$ cat src/rtl/core/feed_sequence_validator_defines.svh
// Assertion macros shared by the feed sequence validator RTL.
`ifndef FEED_SEQUENCE_VALIDATOR_DEFINES_SVH
`define FEED_SEQUENCE_VALIDATOR_DEFINES_SVH

// Check a property on every rising clk edge outside reset.
`define FSV_ASSERT(label, prop, msg) \
    label: assert property (@(posedge clk) disable iff (!rst_n) prop) \
        else $error(msg);

// Check that a condition never holds on a rising clk edge outside reset.
`define FSV_ASSERT_NEVER(label, cond, msg) \
    label: assert property (@(posedge clk) disable iff (!rst_n) !(cond)) \
        else $error(msg);

`endif

$ cat src/rtl/core/fsv_pkg.sv
// Types, constants and helpers shared by the feed sequence validator.
`default_nettype none

package fsv_pkg;

    localparam int SEQ_W = 63;
    localparam int LAST_W = 64;
    localparam int CNT_W = 32;

    localparam logic [CNT_W-1:0] CNT_MAX = '1;
    localparam logic [LAST_W-1:0] NO_PREV = '1;

    typedef enum logic [1:0] {
        VERDICT_ACCEPT = 2'd0,
        VERDICT_GAP    = 2'd1,
        VERDICT_STALE  = 2'd2
    } verdict_t;

    typedef struct packed {
        logic                     is_snapshot;
        logic [SEQ_W-1:0]         event_sequence;
        logic                     prev_present;
        logic signed [LAST_W-1:0] prev_sequence;
        logic                     has_levels;
    } item_t;

    typedef struct packed {
        logic              baseline_valid;
        logic [LAST_W-1:0] last_sequence;
        logic [LAST_W-1:0] arrival_number;
        logic [CNT_W-1:0]  accepted_total;
        logic [CNT_W-1:0]  gap_total;
        logic [CNT_W-1:0]  stale_total;
    } state_t;

    typedef struct packed {
        verdict_t          verdict;
        logic [LAST_W-1:0] effective_sequence;
        logic [CNT_W-1:0]  accepted_count;
        logic [CNT_W-1:0]  gap_count;
        logic [CNT_W-1:0]  stale_count;
    } result_t;

    localparam state_t STATE_RESET = '{
        baseline_valid: 1'b0,
        last_sequence:  NO_PREV,
        arrival_number: '0,
        accepted_total: '0,
        gap_total:      '0,
        stale_total:    '0
    };

    // Saturating increment of a statistics counter.
    function automatic logic [CNT_W-1:0] sat_inc(input logic [CNT_W-1:0] c);
        return (c == CNT_MAX) ? CNT_MAX : c + {{(CNT_W-1){1'b0}}, 1'b1};
    endfunction

endpackage

`default_nettype wire

$ cat src/rtl/core/feed_sequence_validator.sv
// Top level of the market-data feed sequence validator.
// Path: each request is captured in the input stage, and its result is registered in the result stage.
// Throughput: one request per cycle unless out_stall holds the result stage; the state update
// closes in the decision stage, so the following request always sees the state left by the one before it.
// Reset (rst_n low, asynchronous): pipeline empties, mode returns to sequenced (1),
// baseline clears, last sequence goes to all ones and every counter to zero.
`default_nettype none

`include "feed_sequence_validator_defines.svh"

module feed_sequence_validator (
    input  wire logic                            clk,
    input  wire logic                            rst_n,

    // Configuration write channel: validation mode.
    input  wire logic                            cfg_valid,
    output      logic                            cfg_ready,
    input  wire logic                            cfg_data,

    // Request channel.
    input  wire logic                            in_valid,
    output      logic                            in_stall,
    input  wire logic                            is_snapshot,
    input  wire logic [fsv_pkg::SEQ_W-1:0]       event_sequence,
    input  wire logic                            prev_present,
    input  wire logic signed [fsv_pkg::LAST_W-1:0] prev_sequence,
    input  wire logic                            has_levels,

    // Result channel.
    output      logic                            out_valid,
    input  wire logic                            out_stall,
    output      logic [1:0]                      verdict,
    output      logic [fsv_pkg::LAST_W-1:0]      effective_sequence,
    output      logic [fsv_pkg::CNT_W-1:0]       accepted_count,
    output      logic [fsv_pkg::CNT_W-1:0]       gap_count,
    output      logic [fsv_pkg::CNT_W-1:0]       stale_count
);
    import fsv_pkg::*;

    // Mode register: 0 numbers arrivals, 1 checks sequence continuity.
    logic    mode_reg;

    // Input stage: holds one captured request.
    logic    item_valid_reg;
    logic    item_valid_next;
    item_t   item_reg;

    // Result stage: output register facing the consumer.
    logic    out_valid_reg;
    logic    out_valid_next;
    result_t result_reg;

    // Tracking state, updated as each request leaves the input stage.
    state_t  state_reg;
    state_t  state_next;
    result_t result_next;

    logic    result_free;
    logic    advance;
    logic    in_take;

    // The user must write configuration only while idle; the block does not enforce it and takes every write at once.
    assign cfg_ready = 1'b1;

    // The result register frees up when it is empty or being drained this cycle.
    assign result_free = !out_valid_reg || !out_stall;
    // Advance the captured request into the result register when there is room.
    assign advance     = item_valid_reg && result_free;
    // Stall the producer only while the input stage is full and cannot move on.
    assign in_stall    = item_valid_reg && !result_free;
    assign in_take     = in_valid && !in_stall;

    always_comb
    begin
        item_valid_next = item_valid_reg;
        if (in_take)
        begin
            item_valid_next = 1'b1;
        end
        else if (advance)
        begin
            item_valid_next = 1'b0;
        end
    end

    always_comb
    begin
        out_valid_next = out_valid_reg;
        if (advance)
        begin
            out_valid_next = 1'b1;
        end
        else if (!out_stall)
        begin
            out_valid_next = 1'b0;
        end
    end

    fsv_decide u_decide (
        .mode       (mode_reg),
        .item       (item_reg),
        .state_cur  (state_reg),
        .state_next (state_next),
        .result     (result_next)
    );

    // Control and tracking state.
    always_ff @(posedge clk or negedge rst_n)
    begin
        if (!rst_n)
        begin
            mode_reg       <= 1'b1;
            item_valid_reg <= 1'b0;
            out_valid_reg  <= 1'b0;
            state_reg      <= STATE_RESET;
        end
        else
        begin
            if (cfg_valid && cfg_ready)
            begin
                mode_reg <= cfg_data;
            end
            item_valid_reg <= item_valid_next;
            out_valid_reg  <= out_valid_next;
            if (advance)
            begin
                state_reg <= state_next;
            end
        end
    end

    // Payload registers: load on the handshake, hold otherwise.
    always_ff @(posedge clk)
    begin
        if (in_take)
        begin
            item_reg.is_snapshot    <= is_snapshot;
            item_reg.event_sequence <= event_sequence;
            item_reg.prev_present   <= prev_present;
            item_reg.prev_sequence  <= prev_sequence;
            item_reg.has_levels     <= has_levels;
        end
        if (advance)
        begin
            result_reg <= result_next;
        end
    end

    assign out_valid          = out_valid_reg;
    assign verdict            = result_reg.verdict;
    assign effective_sequence = result_reg.effective_sequence;
    assign accepted_count     = result_reg.accepted_count;
    assign gap_count          = result_reg.gap_count;
    assign stale_count        = result_reg.stale_count;

    // Once a baseline is set it stays set.
    `FSV_ASSERT_NEVER(a_baseline_sticky, $fell(state_reg.baseline_valid), "baseline lost")

    // Arrival numbering accepts every request.
    `FSV_ASSERT(a_arrival_accepts, (advance && !mode_reg) |=> (result_reg.verdict == VERDICT_ACCEPT), "arrival mode gave a non-accept verdict")

    // A delta ahead of any baseline leaves every counter alone.
    `FSV_ASSERT(a_pre_baseline_uncounted, (advance && mode_reg && !item_reg.is_snapshot && !state_reg.baseline_valid) |=> ($stable(state_reg.accepted_total) && $stable(state_reg.gap_total) && $stable(state_reg.stale_total)), "pre-baseline delta was counted")

    // Tracking state only changes when a request leaves the input stage.
    `FSV_ASSERT(a_state_moves_on_advance, !advance |=> $stable(state_reg), "state changed without a request")

endmodule

`default_nettype wire

$ cat src/rtl/core/fsv_decide.sv
// Per-request decision logic: verdict, effective sequence and next state.
`default_nettype none

module fsv_decide (
    input  wire logic            mode,
    input  wire fsv_pkg::item_t  item,
    input  wire fsv_pkg::state_t state_cur,
    output fsv_pkg::state_t      state_next,
    output fsv_pkg::result_t     result
);
    import fsv_pkg::*;

    logic [LAST_W-1:0] seq_ext;
    logic              prev_is_none;
    logic              prev_links;
    logic              last_positive;

    assign seq_ext       = {1'b0, item.event_sequence};
    assign prev_is_none  = item.prev_present && ($unsigned(item.prev_sequence) == NO_PREV);
    assign prev_links    = item.prev_present
                           && ($unsigned(item.prev_sequence) == state_cur.last_sequence);
    assign last_positive = (state_cur.last_sequence != '0) && !state_cur.last_sequence[LAST_W-1];

    always_comb
    begin
        state_next                = state_cur;
        result.verdict            = VERDICT_ACCEPT;
        result.effective_sequence = '0;

        if (!mode)
        begin
            // Arrival numbering: advance, then report.
            state_next.arrival_number = state_cur.arrival_number + {{(LAST_W-1){1'b0}}, 1'b1};
            result.effective_sequence = state_next.arrival_number;
            state_next.accepted_total = sat_inc(state_cur.accepted_total);
        end
        else if (item.is_snapshot)
        begin
            if (!prev_is_none)
            begin
                result.verdict            = VERDICT_GAP;
                result.effective_sequence = last_positive ? state_cur.last_sequence : '0;
                state_next.gap_total      = sat_inc(state_cur.gap_total);
            end
            else
            begin
                state_next.baseline_valid = 1'b1;
                state_next.last_sequence  = seq_ext;
                result.effective_sequence = seq_ext;
                state_next.accepted_total = sat_inc(state_cur.accepted_total);
            end
        end
        else if (!state_cur.baseline_valid)
        begin
            // Drop deltas ahead of the first baseline, uncounted.
            result.verdict = VERDICT_GAP;
        end
        else if (!prev_links)
        begin
            result.verdict            = VERDICT_GAP;
            result.effective_sequence = state_cur.last_sequence;
            state_next.gap_total      = sat_inc(state_cur.gap_total);
        end
        else if ((seq_ext == state_cur.last_sequence) && item.has_levels)
        begin
            result.verdict            = VERDICT_STALE;
            result.effective_sequence = state_cur.last_sequence;
            state_next.stale_total    = sat_inc(state_cur.stale_total);
        end
        else
        begin
            state_next.last_sequence  = seq_ext;
            result.effective_sequence = seq_ext;
            state_next.accepted_total = sat_inc(state_cur.accepted_total);
        end

        result.accepted_count = state_next.accepted_total;
        result.gap_count      = state_next.gap_total;
        result.stale_count    = state_next.stale_total;
    end

endmodule

`default_nettype wire

$ cat config.mk
export PLATFORM = sky130hd
export DESIGN_NAME = feed_sequence_validator
export DESIGN_NICKNAME = d
export VERILOG_FILES = /design/src/rtl/core/fsv_pkg.sv /design/src/rtl/core/feed_sequence_validator.sv /design/src/rtl/core/fsv_decide.sv
export VERILOG_INCLUDE_DIRS = /design/src /design/src/rtl/core
export SDC_FILE = /design/constraint.sdc
export NUM_CORES = 1
export LEC_CHECK = 0
export ABC_AREA = 1
export ABC_CLOCK_PERIOD_IN_PS = 4350
export BUFFER_PORTS_ARGS = -buffer_cell sky130_fd_sc_hd__buf_2
export CORE_AREA = 10 10 250 252
export DETAILED_ROUTE_END_ITERATION = 8
export DIE_AREA = 0 0 260 262
export PLACE_DENSITY = 0.72
export SYNTH_ARGS = -nofsm -noshare
export SYNTH_HDL_FRONTEND = slang
export SYNTH_SLANG_ARGS = --single-unit
$ cat constraint.sdc
create_clock -name clk -period 4.35 [get_ports clk]
set_input_delay 0.435 -clock clk [delete_from_list [all_inputs] [get_ports clk]]
set_output_delay 0.435 -clock clk [all_outputs]
set_load 0.005 [all_outputs]
==> impl_results.html, run 1 <==
<table>
<tr><th>Metric</th><th>Value</th></tr>
<tr><th colspan="2">Status</th></tr>
<tr><td>Run status</td><td>completed</td></tr>
<tr><th colspan="2">Detailed routing</th></tr>
<tr><td>DRC violation count after routing</td><td>0</td></tr>
<tr><td>Number of search-and-repair iterations in the first detailed-routing pass</td><td>6</td></tr>
<tr><td>Met2 layer wire length in the routed design</td><td>between 50000 and 60000 um</td></tr>
<tr><td>Via density</td><td>between 5 and 6</td></tr>
<tr><td>Met1 WL</td><td>about 48000 um</td></tr>
<tr><td>Iteration-0 DRC count of the detailed router</td><td>approximately 3200</td></tr>
<tr><td>Met3 Routed Length</td><td>about 10000 um</td></tr>
<tr><td>Number of nets with antenna violations after routing</td><td>0</td></tr>
<tr><td>Total number of vias</td><td>between 20000 and 30000</td></tr>
<tr><td>Detailed-route wire length per cell</td><td>about 23 um</td></tr>
<tr><td>Drt total wl</td><td>around 110000 um</td></tr>
<tr><td>DR top layer</td><td>met4</td></tr>
<tr><th colspan="2">Yosys</th></tr>
<tr><td>EDFF count, synth</td><td>292</td></tr>
<tr><td>Synthesized netlist cell count</td><td>3557</td></tr>
<tr><td>Ranking of synthesized cells by instance count</td><td>sky130_fd_sc_hd__nand2_1 (1236), sky130_fd_sc_hd__inv_1 (399), sky130_fd_sc_hd__edfxtp_1 (292)</td></tr>
<tr><td>Syn nets</td><td>3697</td></tr>
<tr><td>Library cell with the highest instance count after synthesis</td><td>sky130_fd_sc_hd__nand2_1</td></tr>
<tr><td>Commonest register cell after synthesis</td><td>sky130_fd_sc_hd__edfxtp_1</td></tr>
<tr><td>Count of cell types in the netlist</td><td>49</td></tr>
<tr><td>Top cell type by total area after synthesis</td><td>sky130_fd_sc_hd__edfxtp_1</td></tr>
<tr><td>Mean post-synth cell area</td><td>around 8 um^2</td></tr>
<tr><td>Portion of synthesized cell area occupied by the leading cell type</td><td>a little under a third</td></tr>
<tr><td>Fraction of registers with async set or reset after synthesis</td><td>a little over two fifths</td></tr>
<tr><td>Count of state elements after synthesis</td><td>520</td></tr>
<tr><td>Number of warnings reported in the yosys synthesis log</td><td>0</td></tr>
<tr><td>Fraction of the yosys area taken by sequential cells</td><td>around half</td></tr>
<tr><td>Cell area after technology mapping</td><td>between 20000 and 30000 um^2</td></tr>
<tr><td>Cell types occupying the most area after synthesis</td><td>sky130_fd_sc_hd__edfxtp_1 (31%), sky130_fd_sc_hd__nand2_1 (16%), sky130_fd_sc_hd__dfrtp_1 (14%)</td></tr>
<tr><th colspan="2">Global route</th></tr>
<tr><td>Global-route wire length before repair</td><td>roughly 160000 um</td></tr>
<tr><td>Largest net degree at the start of global routing</td><td>between 150 and 200</td></tr>
<tr><td>Global router's overall resource usage</td><td>around a third</td></tr>
<tr><td>Number of global-route vias before repair</td><td>25300</td></tr>
<tr><td>Initial antenna violation count</td><td>1</td></tr>
<tr><td>Final global-route overflow total</td><td>0</td></tr>
<tr><th colspan="2">Worst hold path</th></tr>
<tr><td>Worst min-delay path class</td><td>in -&gt; reg</td></tr>
<tr><th colspan="2">Timing</th></tr>
<tr><td>Maximum achievable frequency</td><td>around 280 MHz</td></tr>
<tr><td>Hold violation count in the final report</td><td>0</td></tr>
<tr><td>Worst-Margin Slew</td><td>between 1 and 1.5 ns</td></tr>
<tr><td>RSZ-0062 raised after global routing</td><td>false</td></tr>
<tr><td>Final critical-path required period</td><td>between 3 and 4 ns</td></tr>
<tr><td>Number of slew-limit violations in the final report</td><td>0</td></tr>
<tr><td>Setup violation total in the final timing report</td><td>0</td></tr>
<tr><td>Crit share post-route</td><td>about four fifths</td></tr>
<tr><td>Relative slew slack</td><td>21.4%</td></tr>
<tr><td>Fin Setup TNS</td><td>0 ns</td></tr>
<tr><td>Clock skew</td><td>about 0.037 ns</td></tr>
<tr><th colspan="2">Die</th></tr>
<tr><td>Core area</td><td>roughly 57000 um^2</td></tr>
<tr><td>I/O pins</td><td>about 300</td></tr>
<tr><td>Die width</td><td>260 um</td></tr>
<tr><td>Floorplan die area</td><td>around 68000 um^2</td></tr>
<tr><td>Floorplan row count</td><td>slightly below 90</td></tr>
<tr><td>Initial Utilization</td><td>49.5%</td></tr>
<tr><td>Die Span Y</td><td>262 um</td></tr>
<tr><th colspan="2">CTS</th></tr>
<tr><td>CTS resizes</td><td>0</td></tr>
<tr><td>Source-to-sink clock delay at the later pin of the worst-skew pair</td><td>0.64 ns</td></tr>
<tr><td>CTS tree</td><td>built</td></tr>
<tr><td>Clock root buffer</td><td>sky130_fd_sc_hd__clkbuf_16</td></tr>
<tr><td>Setup Fix Bufs, Post-CTS</td><td>0</td></tr>
<tr><td>TritonCTS Buffers</td><td>between 50 and 60</td></tr>
<tr><td>Hold_buf cts</td><td>a little under 100</td></tr>
<tr><td>Clock-pin slew on the worst setup and hold paths</td><td>~0.060 ns</td></tr>
<tr><td>CTS max path bufs</td><td>3</td></tr>
<tr><td>Number of clock sinks seen by CTS</td><td>between 500 and 600</td></tr>
<tr><td>Number of H-tree levels</td><td>2</td></tr>
<tr><th colspan="2">Power and ir drop</th></tr>
<tr><td>Worst IR drop on VDD</td><td>between 0.3 and 0.4 mV</td></tr>
<tr><td>Total power per unit cell area</td><td>between 400 and 500 nW/um^2</td></tr>
<tr><td>Pleak</td><td>between 0.01 and 0.015 uW</td></tr>
<tr><th colspan="2">Worst setup path</th></tr>
<tr><td>CP endpoint kind</td><td>flip-flop</td></tr>
<tr><td>Startpoint Class</td><td>flip-flop</td></tr>
<tr><td>Required time worst endpoint</td><td>4.68 ns</td></tr>
<tr><td>Critical path fanouts, max</td><td>5</td></tr>
<tr><td>Path type of the worst setup path</td><td>reg -&gt; reg</td></tr>
<tr><td>Arrival time reported for the critical path endpoint</td><td>between 3 and 4 ns</td></tr>
<tr><th colspan="2">Final layout</th></tr>
<tr><td>Number of flip-flops under the largest register name</td><td>between 200 and 250</td></tr>
<tr><td>Fill cells</td><td>between 5000 and 6000</td></tr>
<tr><td>Synthesis-to-layout area growth</td><td>18.5%</td></tr>
<tr><td>Ratio of cells with drive above 1 in the final layout</td><td>between 10% and 20%</td></tr>
<tr><td>Number of nets in the finished design</td><td>4081</td></tr>
<tr><td>Final standard cell utilization of the core</td><td>58.7%</td></tr>
<tr><th colspan="2">Placement</th></tr>
<tr><td>Port-buffer cells</td><td>299</td></tr>
<tr><td>HPWL Detailed</td><td>between 80000 and 90000 um</td></tr>
<tr><td>Global placement routability congestion</td><td>a little over 1</td></tr>
<tr><th colspan="2">Flow run</th></tr>
<tr><td>Max-cap check violation count</td><td>0</td></tr>
</table>
-- through the flow --
| stage | power (uW) | cells | hold WS [ns] | worst slack (ns) | cell area, um^2 |
|---|---|---|---|---|---|
| 2_1_floorplan | 8260 | 3557 | 0.139 | 0.652 | 28400 |
| 3_3_place_gp | 9800 | 4550 | 0.474 | 0.991 | 30700 |
| 3_5_place_dp | 9770 | 4550 | 0.490 | 1.02 | 30700 |
| 4_1_cts | 15000 | 4754 | 0.00515 | 1.01 | 33600 |
| 5_1_grt | 15600 | 4755 | 0.00818 | 0.642 | 33600 |
| 6_report | 15000 | 4755 | 0.0191 | 0.800 | 33600 |
-- per-layer routing --
metal / GRT usage, % / vias up
met4: 9.79 / 0
li1: - / 12500
met3: 5.58 / 167
met2: 50.2 / 1291
met1: 44.9 / 12800
met5: 0 / -
-- worst max-delay path: stages (launching register included) --
cell	delay (ns)
sky130_fd_sc_hd__dfrtp_1	0.44
sky130_fd_sc_hd__ha_1	0.23
sky130_fd_sc_hd__nand3_1	0.38
sky130_fd_sc_hd__nor2_1	0.27
sky130_fd_sc_hd__nand2_1	0.29
sky130_fd_sc_hd__nor2_1	0.69
sky130_fd_sc_hd__nand2_1	0.26
sky130_fd_sc_hd__nor4_1	0.29
sky130_fd_sc_hd__xor2_1	0.14
sky130_fd_sc_hd__nand2_1	0.10
sky130_fd_sc_hd__nand4_1	0.15
-- worst paths after layout --
| kind | startpoint | end | slack, ns | cells past startpoint |
|---|---|---|---|---|
| max | state_reg[96] | effective_sequence[62] | 0.80 | 10 |
| min | prev_sequence[26] | item_reg[27] | 0.02 | 1 |
| max reg2reg | state_reg[96] | effective_sequence[62] | 0.80 | 10 |
| min reg2reg | state_reg[159] | state_reg[159] | 0.51 | 2 |
| max in group asynchronous | rst_n | state_reg[175] | 2.86 | 3 |
| min in group asynchronous | rst_n | state_reg[137] | 0.43 | 2 |
-- placed cells by master (no fill, tap or decap), types with 97 or more instances in the layout --
cell / netlist / final
sky130_fd_sc_hd__dfrtp_1: 163 / 163
sky130_fd_sc_hd__nand4_1: 149 / 149
sky130_fd_sc_hd__nor2_1: 245 / 241
sky130_fd_sc_hd__nand3_1: 207 / 207
sky130_fd_sc_hd__inv_1: 399 / 398
sky130_fd_sc_hd__edfxtp_1: 292 / 292
sky130_fd_sc_hd__nand2_1: 1236 / 1235
sky130_fd_sc_hd__buf_2: 25 / 298
sky130_fd_sc_hd__dlygate4sd3_1: 0 / 97
sky130_fd_sc_hd__o21ai_0: 242 / 242
-- where the power goes --
group	switching (uW)	internal [uW]
Combinational	2170	938
Clock	2130	3040
Sequential	704	6050
Total	5010	10000
-- cells by family after synthesis --
kind of cell	after synthesis	synth area share (%)
xor gates and xnor gates	98	3.02
buffers and inverters	537	7.55
adders and majority gates	4	0.176
other	1	0.0132
AOI/OAI and AO/OA	348	6.67
and+or+nand+nor	2049	31.3
DFF	520	51.2
-- final cells by class --
cell class                 instances  area (um^2)  area share [%]
clock buffer                      70         1530            4.54
sequential                       520        14600            43.3
clock inverter                    37          450            1.34
inverter                         430         1620            4.82
antenna                            1         2.50         0.00744
multi-input combinational       2500        11800            34.9
tap                              765          957            2.84
timing repair buffer             432         2790            8.28
Power figures use the tool's default switching activity.
==> inputs of run 2 (changes only) <==
- ABC_AREA: 1 -> 0
- ABC_CLOCK_PERIOD_IN_PS: 4350 -> 3000
- CORE_AREA: 10 10 250 252 -> 10 10 236 238
- DIE_AREA: 0 0 260 262 -> 0 0 246 248
- PLACE_DENSITY: 0.72 -> 0.76
- clock period: 4.35 -> 3 ns (I/O delays scaled with it)
==> run 2 against run 1 <==
The run now ends with setup timing left. Via count down 13%. Non-clock buffer count grew 428. Utilization grew 12 points. Wire length is 12% lower. Die area decreased by 10%. Count of clock-buffer cells in the layout is 4 higher. Clock skew down 0.010 ns. Critical path type unchanged. Highest routed layer unchanged.
==> impl_results.html, run 2 <==
<table>
<tr><th>Metric</th><th>Value</th></tr>
<tr><th colspan="2">Worst setup path</th></tr>
<tr><td>Critical path fanouts, max</td><td>5 (unchanged)</td></tr>
<tr><td>Worst reg2reg path startpoint</td><td>state_reg[200]</td></tr>
<tr><td>Critical R2R Capture</td><td>effective_sequence[10]</td></tr>
<tr><td>Cell type of the slowest stage on the worst timing path</td><td>sky130_fd_sc_hd__dfstp_2</td></tr>
<tr><td>Number of buffer and inverter instances along the worst setup path</td><td>2 (+2)</td></tr>
<tr><td>Path type of the worst setup path</td><td>reg -&gt; reg</td></tr>
<tr><td>Kind of cell with the highest combined delay on the critical path</td><td>simple AND/OR/NAND/NOR gates</td></tr>
<tr><td>Number of cells on the critical path</td><td>10 (unchanged)</td></tr>
<tr><td>Required time worst endpoint</td><td>3.35 ns (-1.33 ns)</td></tr>
<tr><td>Reg2Reg Setup Slack</td><td>-0.30 ns (-1.10 ns)</td></tr>
<tr><td>Startpoint of the most critical setup path</td><td>state_reg[200]</td></tr>
<tr><td>Depth of the worst register-to-register path</td><td>10 (unchanged)</td></tr>
<tr><td>Arrival time reported for the critical path endpoint</td><td>3.65 ns (-0.23 ns)</td></tr>
<tr><td>Crit path cell chain</td><td>xnor2_1, nand2_1, or4_1, or4_4, o21ai_4, o21ai_2, nand2b_4, buf_8, buf_12, a221o_1</td></tr>
<tr><td>Worst Setup EP</td><td>effective_sequence[10]</td></tr>
<tr><td>Max incr delay on CP</td><td>0.59 ns (-0.10 ns)</td></tr>
<tr><td>CP endpoint kind</td><td>flip-flop</td></tr>
<tr><td>Startpoint Class</td><td>flip-flop</td></tr>
<tr><th colspan="2">Status</th></tr>
<tr><td>Violated checks</td><td>setup timing</td></tr>
<tr><td>Run status</td><td>finished with violations</td></tr>
<tr><th colspan="2">Die</th></tr>
<tr><td>I/O pins</td><td>301 (unchanged)</td></tr>
<tr><td>Floorplan die area</td><td>61000 um^2 (-10%)</td></tr>
<tr><td>Core area</td><td>51000 um^2 (-11%)</td></tr>
<tr><td>Die Span Y</td><td>248 um (-5.3%)</td></tr>
<tr><td>Die width</td><td>246 um (-5.4%)</td></tr>
<tr><td>Floorplan row count</td><td>83 (-5.7%)</td></tr>
<tr><td>Initial Utilization</td><td>49.6% (+0.086 points)</td></tr>
<tr><th colspan="2">Yosys</th></tr>
<tr><td>Compound-gate portion of the synthesized area</td><td>11.0% (+4.3 points)</td></tr>
<tr><td>EDFF count, synth</td><td>292 (unchanged)</td></tr>
<tr><td>Number of warnings reported in the yosys synthesis log</td><td>0 (unchanged)</td></tr>
<tr><td>Fraction of the yosys area taken by sequential cells</td><td>57.5% (+6.3 points)</td></tr>
<tr><td>Portion of synthesized cell area occupied by the leading cell type</td><td>34.7% (+3.8 points)</td></tr>
<tr><td>Commonest register cell after synthesis</td><td>sky130_fd_sc_hd__edfxtp_1</td></tr>
<tr><td>Xor/xnor share of the synthesized area</td><td>7.31% (+4.3 points)</td></tr>
<tr><td>Top cell type by total area after synthesis</td><td>sky130_fd_sc_hd__edfxtp_1</td></tr>
<tr><td>Count of state elements after synthesis</td><td>520 (unchanged)</td></tr>
<tr><td>Library cell with the highest instance count after synthesis</td><td>sky130_fd_sc_hd__edfxtp_1</td></tr>
<tr><td>Share of cell area taken by muxes after synthesis</td><td>4.92% (+4.9 points)</td></tr>
<tr><td>Simple-gate share of the synthesized area</td><td>16.4% (-15 points)</td></tr>
<tr><td>Cell types occupying the most area after synthesis</td><td>sky130_fd_sc_hd__edfxtp_1 (35%), sky130_fd_sc_hd__dfrtp_1 (16%), sky130_fd_sc_hd__dfstp_2 (6.8%)</td></tr>
<tr><td>Ranking of synthesized cells by instance count</td><td>sky130_fd_sc_hd__edfxtp_1 (292), sky130_fd_sc_hd__nand2_1 (173), sky130_fd_sc_hd__dfrtp_1 (163)</td></tr>
<tr><td>Count of cell types in the netlist</td><td>67 (+37%)</td></tr>
<tr><td>Area share of fa/ha/maj cells after synthesis</td><td>0.198% (+0.022 points)</td></tr>
<tr><td>Mean post-synth cell area</td><td>11.4 um^2 (+43%)</td></tr>
<tr><td>Cell area after technology mapping</td><td>25300 um^2 (-11%)</td></tr>
<tr><td>Syn nets</td><td>2358 (-36%)</td></tr>
<tr><td>Fraction of registers with async set or reset after synthesis</td><td>43.8% (unchanged)</td></tr>
<tr><td>Main combinational cell family by area after synthesis</td><td>simple AND/OR/NAND/NOR gates</td></tr>
<tr><td>Synthesized netlist cell count</td><td>2218 (-38%)</td></tr>
<tr><th colspan="2">Final layout</th></tr>
<tr><td>Synthesis-to-layout area growth</td><td>42.7%</td></tr>
<tr><td>Most frequent standard cell in the layout excluding fill and tap cells</td><td>sky130_fd_sc_hd__buf_4</td></tr>
<tr><td>Fill cells</td><td>3330 (-36%)</td></tr>
<tr><td>Commonest cells after routing, fill and taps aside</td><td>sky130_fd_sc_hd__buf_4 (333), sky130_fd_sc_hd__buf_2 (298), sky130_fd_sc_hd__edfxtp_1 (292), sky130_fd_sc_hd__nand2_1 (167), sky130_fd_sc_hd__dfrtp_1 (162)</td></tr>
<tr><td>Final standard cell utilization of the core</td><td>70.8% (+12 points)</td></tr>
<tr><td>Ratio of cells with drive above 1 in the final layout</td><td>38.2% (+23 points)</td></tr>
<tr><td>Post-layout instance count excluding filler cells</td><td>3757 (-21%)</td></tr>
<tr><td>Number of flip-flops under the largest register name</td><td>225 (unchanged)</td></tr>
<tr><td>Number of nets in the finished design</td><td>3166 (-22%)</td></tr>
<tr><th colspan="2">CTS</th></tr>
<tr><td>Number of H-tree levels</td><td>2 (unchanged)</td></tr>
<tr><td>Clock-pin slew on the worst setup and hold paths</td><td>0.06 ns (about the same)</td></tr>
<tr><td>TritonCTS Buffers</td><td>56 (-1.8%)</td></tr>
<tr><td>Clock root buffer</td><td>sky130_fd_sc_hd__clkbuf_16</td></tr>
<tr><td>CTS tree</td><td>built</td></tr>
<tr><td>Number of clock sinks seen by CTS</td><td>520 (unchanged)</td></tr>
<tr><td>CTS max path bufs</td><td>3 (unchanged)</td></tr>
<tr><td>Source-to-sink clock delay at the later pin of the worst-skew pair</td><td>0.62 ns (-0.02 ns)</td></tr>
<tr><th colspan="2">Timing</th></tr>
<tr><td>Setup WS post-layout</td><td>-0.298 ns (-1.10 ns)</td></tr>
<tr><td>Setup violation total in the final timing report</td><td>263 (+263)</td></tr>
<tr><td>Final critical-path required period</td><td>3.30 ns (-0.252 ns)</td></tr>
<tr><td>Worst-Margin Slew</td><td>0.968 ns (-0.202 ns)</td></tr>
<tr><td>Relative slew slack</td><td>34.9% (+13 points)</td></tr>
<tr><td>Crit share post-route</td><td>110% (+28 points)</td></tr>
<tr><td>Clock skew</td><td>0.0271 ns (-0.0104 ns)</td></tr>
<tr><td>Number of slew-limit violations in the final report</td><td>0 (unchanged)</td></tr>
<tr><td>Hold violation count in the final report</td><td>0 (unchanged)</td></tr>
<tr><td>Maximum achievable frequency</td><td>303 MHz (+7.6%)</td></tr>
<tr><td>RSZ-0062 raised after global routing</td><td>true</td></tr>
<tr><th colspan="2">Flow run</th></tr>
<tr><td>Max-cap check violation count</td><td>0 (unchanged)</td></tr>
<tr><th colspan="2">Global route</th></tr>
<tr><td>Final global-route overflow total</td><td>0 (unchanged)</td></tr>
<tr><td>Global-route wire length before repair</td><td>138000 um (-15%)</td></tr>
<tr><td>Global router's overall resource usage</td><td>29.7% (-2.4 points)</td></tr>
<tr><td>Initial antenna violation count</td><td>0 (-1)</td></tr>
<tr><td>Number of global-route vias before repair</td><td>22200 (-12%)</td></tr>
<tr><td>Largest net degree at the start of global routing</td><td>75 (-51%)</td></tr>
<tr><th colspan="2">Power and ir drop</th></tr>
<tr><td>Total power per unit cell area</td><td>497 nW/um^2 (+11%)</td></tr>
<tr><td>Pleak</td><td>0.0151 uW (+2.0%)</td></tr>
<tr><td>Worst IR drop on VDD</td><td>0.662 mV (+78%)</td></tr>
<tr><th colspan="2">Placement</th></tr>
<tr><td>HPWL Detailed</td><td>66000 um (-23%)</td></tr>
<tr><td>Placement Setup Slack</td><td>-0.376 ns (-1.40 ns)</td></tr>
<tr><td>Port-buffer cells</td><td>299 (unchanged)</td></tr>
<tr><td>Cells after DPL</td><td>3439 (-24%)</td></tr>
<tr><td>Global placement routability congestion</td><td>1.01 (-2.4%)</td></tr>
<tr><th colspan="2">Worst hold path</th></tr>
<tr><td>Worst min-delay path class</td><td>in -&gt; async</td></tr>
<tr><th colspan="2">Detailed routing</th></tr>
<tr><td>DRC violation count after routing</td><td>0 (unchanged)</td></tr>
<tr><td>Via density</td><td>6.23 (+11%)</td></tr>
<tr><td>Detailed-route wire length per cell</td><td>26.1 um (+11%)</td></tr>
<tr><td>Drt total wl</td><td>97900 um (-12%)</td></tr>
<tr><td>Total number of vias</td><td>23400 (-13%)</td></tr>
<tr><td>Number of nets with antenna violations after routing</td><td>0 (unchanged)</td></tr>
<tr><td>Number of search-and-repair iterations in the first detailed-routing pass</td><td>6 (unchanged)</td></tr>
<tr><td>Iteration-0 DRC count of the detailed router</td><td>3060 (-3.3%)</td></tr>
</table>
[run 2: changes by cell type in the layout (fill, tap and decap cells not counted), moves of 85 or more]
cell	previous run	this run
sky130_fd_sc_hd__nor2_1	241	120
sky130_fd_sc_hd__xnor2_1	21	111
sky130_fd_sc_hd__buf_4	33	333
sky130_fd_sc_hd__nand3_1	207	78
sky130_fd_sc_hd__inv_1	398	40
sky130_fd_sc_hd__mux2_2	0	85
sky130_fd_sc_hd__o21ai_0	242	27
sky130_fd_sc_hd__nand2_1	1235	167
sky130_fd_sc_hd__a31oi_1	3	101
[run 2: power by group]
group / internal [uW] / total, uW / leakage (uW) / switching, uW
Combinational: 973 / 2160 / 0.00842 / 1190
Clock: 4320 / 7280 / 0.000935 / 2960
Sequential: 8050 / 8480 / 0.00573 / 433
Total: 13300 / 17900 / 0.0151 / 4580
[run 2: repair_timing]
action | CTS | global route
hold buffers | 135 | 0
pin swaps | 33 | 74
gates resized for setup | 87 | 235
endpoints found under the hold margin | 181 | 0
cloned | 8 | 18
buffers inserted | 19 | 36
setup endpoints to repair | 308 | 319
[run 2: worst register-to-register path: stages, from the launching register on]
cell,delay [ns]
sky130_fd_sc_hd__dfstp_2,0.59
sky130_fd_sc_hd__xnor2_1,0.16
sky130_fd_sc_hd__nand2_1,0.09
sky130_fd_sc_hd__or4_1,0.48
sky130_fd_sc_hd__or4_4,0.57
sky130_fd_sc_hd__o21ai_4,0.17
sky130_fd_sc_hd__o21ai_2,0.09
sky130_fd_sc_hd__nand2b_4,0.20
sky130_fd_sc_hd__buf_8,0.16
sky130_fd_sc_hd__buf_12,0.13
sky130_fd_sc_hd__a221o_1,0.39
[run 2: area by class of cell]
type                       instances  area, um^2  share of cell area (%)
clock buffer                      74        1550                    4.30
tap                              680         851                    2.36
inverter                          43         169                   0.468
clock inverter                    32         368                    1.02
multi-input combinational       1545       11500                    31.9
antenna                            3        7.51                  0.0208
timing repair buffer             860        7070                    19.6
sequential                       520       14600                    40.3
[run 2: stage by stage]
| stage | area [um^2] | hold WS, ns | setup TNS [ns] | power (uW) |
|---|---|---|---|---|
| after floorplan | 25300 | 0.00441 | -10.48 | 9170 |
| after global placement | 30200 | 0.314 | -49.35 | 10100 |
| after detailed placement | 30200 | 0.316 | -60.97 | 10100 |
| after CTS | 34200 | 0.241 | -35.40 | 17500 |
| after global routing | 36100 | 0.287 | -57.20 | 18400 |
| final | 36100 | 0.220 | -27.43 | 17900 |
[run 2: worst min path at each step]
stage | endpoint | cells past startpoint
finish | state_reg[109] | 2
CTS | state_reg[109] | 2
detailed placement | state_reg[106] | 1
floorplan | item_valid_reg | 0
global route | state_reg[110] | 2
global placement | state_reg[110] | 1
[run 2: cell families after synthesis]
family	count (synthesis)
compound gates	426
xor+xnor	211
fa+ha+maj	4
buf+inv	153
flops	520
mux	111
other cells	1
simple gates	792
[run 2: per-layer routing]
layer,vias to the layer above,global-route usage [%],wire length [um]
met3,288,5.45,9810
met4,0,13.6,5070
met1,11500,39.2,37300
met5,-,0,0
li1,10000,-,-
met2,1576,47.1,45600
